<file path="src/design/palette_table_with_reverse_search_unit_defines.svh">
// ----------------------------------------------------------------------------
// palette table assertion macros
// concurrent assertion wrappers used by the palette table top level
// ----------------------------------------------------------------------------
`ifndef PALETTE_TABLE_WITH_REVERSE_SEARCH_UNIT_DEFINES_SVH
`define PALETTE_TABLE_WITH_REVERSE_SEARCH_UNIT_DEFINES_SVH

`ifndef ASSERT_OFF

// expression holds at every clock edge out of reset
`define PTRS_ASSERT_NOW(label, clk, rst_n, expr) \
    label: assert property (@(posedge clk) disable iff (!rst_n) (expr)) \
        else $error("palette table assertion failed");

// antecedent implies consequent in the same cycle
`define PTRS_ASSERT_SAME(label, clk, rst_n, ante, cons) \
    label: assert property (@(posedge clk) disable iff (!rst_n) (ante) |-> (cons)) \
        else $error("palette table assertion failed");

// antecedent implies consequent in the next cycle
`define PTRS_ASSERT_NEXT(label, clk, rst_n, ante, cons) \
    label: assert property (@(posedge clk) disable iff (!rst_n) (ante) |=> (cons)) \
        else $error("palette table assertion failed");

`else

`define PTRS_ASSERT_NOW(label, clk, rst_n, expr)
`define PTRS_ASSERT_SAME(label, clk, rst_n, ante, cons)
`define PTRS_ASSERT_NEXT(label, clk, rst_n, ante, cons)

`endif

`endif

</file>
<file path="src/design/ptrs_pkg.sv">
// ----------------------------------------------------------------------------
// palette table package
// field widths, command codes, controller states and control structs
// ----------------------------------------------------------------------------
package ptrs_pkg;

    // fixed field widths of the transaction payloads
    localparam int CMD_W       = 3;
    localparam int POS_W       = 8;
    localparam int CNT_FIELD_W = 9;
    localparam int COMP_W      = 16;
    localparam int IDX_OUT_W   = 8;

    // parameter defaults
    localparam int PTRS_DEPTH_DEFAULT     = 256;
    localparam int PTRS_COMP_BITS_DEFAULT = 16;

    typedef enum logic [CMD_W-1:0] {
        CMD_INIT = 3'd0,
        CMD_SET  = 3'd1,
        CMD_ADD  = 3'd2,
        CMD_GET  = 3'd3,
        CMD_FIND = 3'd4
    } t_cmd;

    typedef enum logic [2:0] {
        S_IDLE,
        S_EXEC,
        S_CLEAR,
        S_READ,
        S_SCAN,
        S_RESULT
    } t_state;

    // controller to datapath
    typedef struct packed {
        logic load_item;   // latch the accepted transaction, clear the result
        logic set_error;   // flag an error in the result
        logic set_count;   // pen count takes the init count
        logic wr_pos;      // write the pen at the given position
        logic wr_add;      // append the pen at the count
        logic clr_step;    // write black at the clear pointer and step it
        logic rd_pos;      // read the entry at the given position
        logic rd_first;    // read entry zero to start a search
        logic rd_next;     // read the entry after the one last read
        logic take_colour; // copy the read pen into the result
        logic take_match;  // report the last read entry as found
        logic load_out;    // move the result into the output register
    } t_dp_cmd;

    // datapath to controller
    typedef struct packed {
        t_cmd command;
        logic init_bad;
        logic new_zero;
        logic pos_bad;
        logic full;
        logic count_zero;
        logic clr_last;
        logic scan_match;
        logic scan_last;
        logic out_free;
    } t_dp_stat;

endpackage

</file>
<file path="src/design/ptrs_ctrl.sv">
// ----------------------------------------------------------------------------
// palette table controller
// sequences one command at a time: execute, clear walk, read, search walk
// ----------------------------------------------------------------------------
module ptrs_ctrl
    import ptrs_pkg::*;
(
    input  logic     i_clk,
    input  logic     i_rst_n,
    input  logic     i_in_valid,
    output logic     o_in_ready,
    input  t_dp_stat i_stat,
    output t_dp_cmd  o_cmd
);

    t_state r_state;
    t_state n_state;

    always_ff @(posedge i_clk) begin
        if (!i_rst_n) begin
            r_state <= S_IDLE;
        end else begin
            r_state <= n_state;
        end
    end

    always_comb begin
        n_state    = r_state;
        o_cmd      = '0;
        o_in_ready = 1'b0;
        case (r_state)
            S_IDLE: begin
                o_in_ready = 1'b1;
                if (i_in_valid) begin
                    o_cmd.load_item = 1'b1;
                    n_state         = S_EXEC;
                end
            end
            S_EXEC: begin
                n_state = S_RESULT;
                case (i_stat.command)
                    CMD_INIT: begin
                        if (i_stat.init_bad) begin
                            o_cmd.set_error = 1'b1;
                        end else begin
                            o_cmd.set_count = 1'b1;
                            if (!i_stat.new_zero) begin
                                n_state = S_CLEAR;
                            end
                        end
                    end
                    CMD_SET: begin
                        if (i_stat.pos_bad) begin
                            o_cmd.set_error = 1'b1;
                        end else begin
                            o_cmd.wr_pos = 1'b1;
                        end
                    end
                    CMD_ADD: begin
                        if (i_stat.full) begin
                            o_cmd.set_error = 1'b1;
                        end else begin
                            o_cmd.wr_add = 1'b1;
                        end
                    end
                    CMD_GET: begin
                        if (i_stat.pos_bad) begin
                            o_cmd.set_error = 1'b1;
                        end else begin
                            o_cmd.rd_pos = 1'b1;
                            n_state      = S_READ;
                        end
                    end
                    CMD_FIND: begin
                        if (!i_stat.count_zero) begin
                            o_cmd.rd_first = 1'b1;
                            n_state        = S_SCAN;
                        end
                    end
                    default: begin
                        o_cmd.set_error = 1'b1;
                    end
                endcase
            end
            S_CLEAR: begin
                o_cmd.clr_step = 1'b1;
                if (i_stat.clr_last) begin
                    n_state = S_RESULT;
                end
            end
            S_READ: begin
                o_cmd.take_colour = 1'b1;
                n_state           = S_RESULT;
            end
            S_SCAN: begin
                if (i_stat.scan_match) begin
                    o_cmd.take_match = 1'b1;
                    n_state          = S_RESULT;
                end else if (i_stat.scan_last) begin
                    n_state = S_RESULT;
                end else begin
                    o_cmd.rd_next = 1'b1;
                end
            end
            S_RESULT: begin
                if (i_stat.out_free) begin
                    o_cmd.load_out = 1'b1;
                    n_state        = S_IDLE;
                end
            end
            default: begin
                n_state = S_IDLE;
            end
        endcase
    end

endmodule

</file>
<file path="config.mk">
export PLATFORM = sky130hd
export DESIGN_NAME = ptrs_ctrl
export DESIGN_NICKNAME = d
export VERILOG_FILES = /design/src/design/palette_table_with_reverse_search_unit_defines.svh /design/src/design/ptrs_pkg.sv /design/src/design/ptrs_ctrl.sv
export SDC_FILE = /design/constraint.sdc
export NUM_CORES = 1
export LEC_CHECK = 0
export CORE_AREA = 2 2 39 41
export CTS_CLUSTER_DIAMETER = 50
export DETAILED_ROUTE_END_ITERATION = 8
export DIE_AREA = 0 0 41 43
export DONT_BUFFER_PORTS = 1
export PLACE_DENSITY = 0.51
export SLEW_MARGIN = 20
export SYNTH_ARGS = -nofsm -noshare
export SYNTH_HDL_FRONTEND = slang
export SYNTH_SLANG_ARGS = --single-unit
</file>
<file path="constraint.sdc">
create_clock -name i_clk -period 2.2 [get_ports i_clk]
set_input_delay 0.33 -clock i_clk [delete_from_list [all_inputs] [get_ports i_clk]]
set_output_delay 0.33 -clock i_clk [all_outputs]
set_load 0.02 [all_outputs]
</file>
# --- Yosys cells after proc, flatten, opt, wreduce, memory -nomap -nowiden ---
# Index checks and enable logic that the tools add are counted.
classes:
  eq_ne: 13
  n_mux: 38
  reduce_logical: 4
ops:
  columns: ["op", "n"]
  rows:
  - ["$mux 1", 25]
  - ["$mux 3", 8]
  - ["$pmux 3 s6", 1]
  - ["$eq 3x2->1 const B", 4]
  - ["$eq 3x3->1 const B", 3]
  - ["$pmux 3 s3", 1]
  - ["$eq 3x1->1 const B", 2]
  - ["$logic_not 3->1", 2]
  - ["$ne 2x2->1 const B", 3]
  - ["$mux 4", 1]
  - ["$pmux 1 s4", 1]
  - ["$reduce_and 4->1", 1]
  - ["$ne 3x3->1 const B", 1]
  - ["$mux 2", 1]
  - ["$reduce_or 2->1", 1]
word_totals:
  output_inout_bits: 13
  word_cells: 56
  input_bits: 15
  register_bits: 3

# --- Depth between registers and ports, before layout ---
depth:
  ltp_word: 4
  mapped_depth: 4
  depth_no_buf: 3

# --- Worst setup path before layout ---
# Ideal clock, no wire load.
synth_path:
  kind: "reg2out"
  start: "register r_state[1]"
  end: "output port o_cmd[4] in the netlist's numbering"
  path_stages_with_launch: 4
  path_slack_ns: 0.352
  arrival_ns: 1.518
  n_path_buf: 1
  cell_sequence: "dfxtp_1 buf_2 or3b_1 nor4_1"
synth_rtl:
  columns: ["item", "line_no", "source"]
  rows:
  - ["from (decl)", "ptrs_ctrl.sv:16", "t_state r_state;"]
  - ["from (signal assigned)", "ptrs_ctrl.sv:23", "r_state <= n_state;"]
  - ["to (decl)", "ptrs_ctrl.sv:13", "output t_dp_cmd o_cmd"]

==> flow_summary.json <==
{
  "status": "complete, no violations",
  "wl_per_cell_um": 13.45,
  "min_to": "r_state[1]$_SDFFE_PN0P_",
  "htree_levels": 1,
  "cts_sinks": 3,
  "numCtsBuffers": 3,
  "worstReg2RegStart": "r_state[0]$_SDFFE_PN0P_",
  "post-route-drc-count": 0,
  "worstPathArrival_ps": 1720,
  "ys_types": 27,
  "largest_reg_flops": 3,
  "fin_cells": 73,
  "min_path_cells": 1,
  "post_cts_buffers": 0,
  "max_stage_delay_ps": 550,
  "start_util_pct": 27.58,
  "worst_pin_slew_ps": 538.4,
  "setup_violations": 0,
  "grtUsageTotal_pct": 12.42,
  "top_register": "r_state",
  "crit_chain": "or4b_4, nor4_2",
  "dp.cells": 69,
  "max_freq_mhz": 488.8,
  "slowest_stage": "or4b_4",
  "synth-async-reset-ratio_pct": 0,
  "rsz0062_at_grt": "false",
  "synth-seq-cells": 3,
  "synthesis.nets": 65,
  "die_height_um": 43,
  "post_cts_resized": 0,
  "yosys_warnings": 0,
  "p_leak_uw": 0.0001673,
  "fin_util_pct": 32.46,
  "nNetsFinal": 73,
  "routed_via_density": 5.493,
  "io_buffers": 0,
  "multi_input_area_um2": 271.5,
  "clock_latency_ps": 230,
  "ff2ff_setup_slack_ps": 740,
  "post-route-min-period_ps": 2046,
  "cp-start-kind": "flop",
  "globalplace.congestion": 0.6431,
  "rows": 14,
  "synth_area_um2": 381.6,
  "critPathKind": "reg2out",
  "fp.dieW_um": 41,
  "n_antenna_cell": 0,
  "slew_headroom_pct": 63.81,
  "clk_path_buf_depth": 2,
  "maxCapViolCount": 0,
  "dr.pass1.iters": 1,
  "rr_worst_depth": 3,
  "overflow": 0,
  "drt_first_iter_violations": 0,
  "ant_nets": 0,
  "r2r-end": "r_state[0]$_SDFFE_PN0P_",
  "grt_max_degree": 13,
  "core_area_mm2": 0.001384,
  "endpoint_kind": "primary output",
  "fin_skew_ps": 1.043,
  "period_share_pct": 93.00,
  "io_pins": 28,
  "fillers": 161,
  "seq_area_frac_synth_pct": 15.74,
  "die_area_mm2": 0.001763,
  "layout-drive-gt1-share_pct": 28.07,
  "seq_area_um2": 60.06,
  "grt_pass1_vias": 401,
  "synth_edf_count": 0,
  "num_vias": 401,
  "area_growth_pct": 17.70,
  "cp-startpoint": "r_state[0]$_SDFFE_PN0P_",
  "grt_pass1_wl_mm": 1.524,
  "top_regs": "r_state x3",
  "syn_inst": 50,
  "peakVddDrop_mv": 0.2868,
  "p_per_area_mw_per_mm2": 567.5,
  "hp-start": "i_rst_n",
  "worstHoldPathType": "in2reg",
  "postCtsHoldBufs": 0,
  "clk_pin_slew_ps": 40,
  "dominantRegCellSynth": "dfxtp_1",
  "power_uw": 254.9,
  "hpwl_um": 758.4,
  "critPathRequiredTime_ps": 1870,
  "cts_tree": "done",
  "setup_tns_ps": 0,
  "routed_wl_um": 982,
  "cts_root_buffer": "clkbuf_4",
  "avgSynthCellArea_um2": 7.632,
  "crit_fanout": 12,
  "hold_viol": 0,
  "finalMaxSlewViolations": 0,
  "grt_antenna_before_repair": 0
}
metal layers:
layer  GRT usage [%]  vias up  routed length [um]  part of all wire, %
met1           14.70      168                 459                   47
met5               0        -                   0                    0
met3           6.283        0                 144                   15
met4           6.000        0                   0                    0
li1                -      207                   -                    -
met2           17.81       26                 378                   38
cells in the mapped netlist (2+ instances only):
cell type,instances,area (um^2)
inv_1,5,18.77
nor3_1,5,25.02
a21oi_1,4,20.02
buf_6,2,22.52
o32ai_1,2,17.52
nor2_1,2,7.510
nand2b_1,4,25.02
nor4_1,2,12.51
dfxtp_1,3,60.06
and3_1,2,12.51
or3b_2,2,17.52
o41ai_1,2,17.52
per-stage QoR:
stage	area, um^2	hold slack, ps	setup slack (ps)
2_1_floorplan	381.6	447.5	351.8
3_3_place_gp	422.9	453.2	400.1
3_5_place_dp	422.9	456.9	382.7
4_1_cts	449.2	210.6	134.7
5_1_grt	449.2	230.1	64.94
6_report	449.2	217.8	154.0
where the power goes:
group / internal (uW) / total [uW] / switching (uW)
sequential: 60.6 / 75.1 / 14.4
clock: 67.9 / 96.1 / 28.1
combinational: 37.6 / 83.8 / 46.2
total: 166 / 255 / 88.8
worst max path at each step:
stage	end	slack, ps
CTS	o_cmd[9]	130
detailed placement	o_cmd[9]	380
global route	o_cmd[9]	60
global placement	o_cmd[9]	400
finish	o_cmd[9]	150
floorplan	o_cmd[4]	350
worst max-delay path: cells and delay by family (launching register included):
kind             cells  cell delay, ps
DFF                  1             510
and+or+nand+nor      2             970
cells in the final DEF (no fill, tap or decap), drive strengths merged:
cell type,n
o311ai,1
nor3b,1
inv,5
nor4,3
and3,2
nand2,1
or4,1
nand2b,4
dfxtp,3
nor3,5
a221oi,1
clkbuf,4
a21oi,4
o41ai,2
o32ai,2
nor2,2
o21a,1
buf,7
nand3b,1
and2,1
or3b,3
a211oi,2
or4b,1
cell type report:
class,instances,area share (%)
Tap cell,16,4.457
Timing Repair Buffer,7,11.70
Sequential cell,3,13.37
Inverter,5,4.178
Multi-Input combinational cell,38,60.45
Clock buffer,4,5.850
logic make-up after synthesis:
group / synth area share (%)
AND/OR/NAND/NOR: 44.92
flip-flops: 15.74
AO/OA/AOI/OAI: 26.23
buffers and inverters: 13.11
No activity file was read; power rests on OpenSTA's default activity.
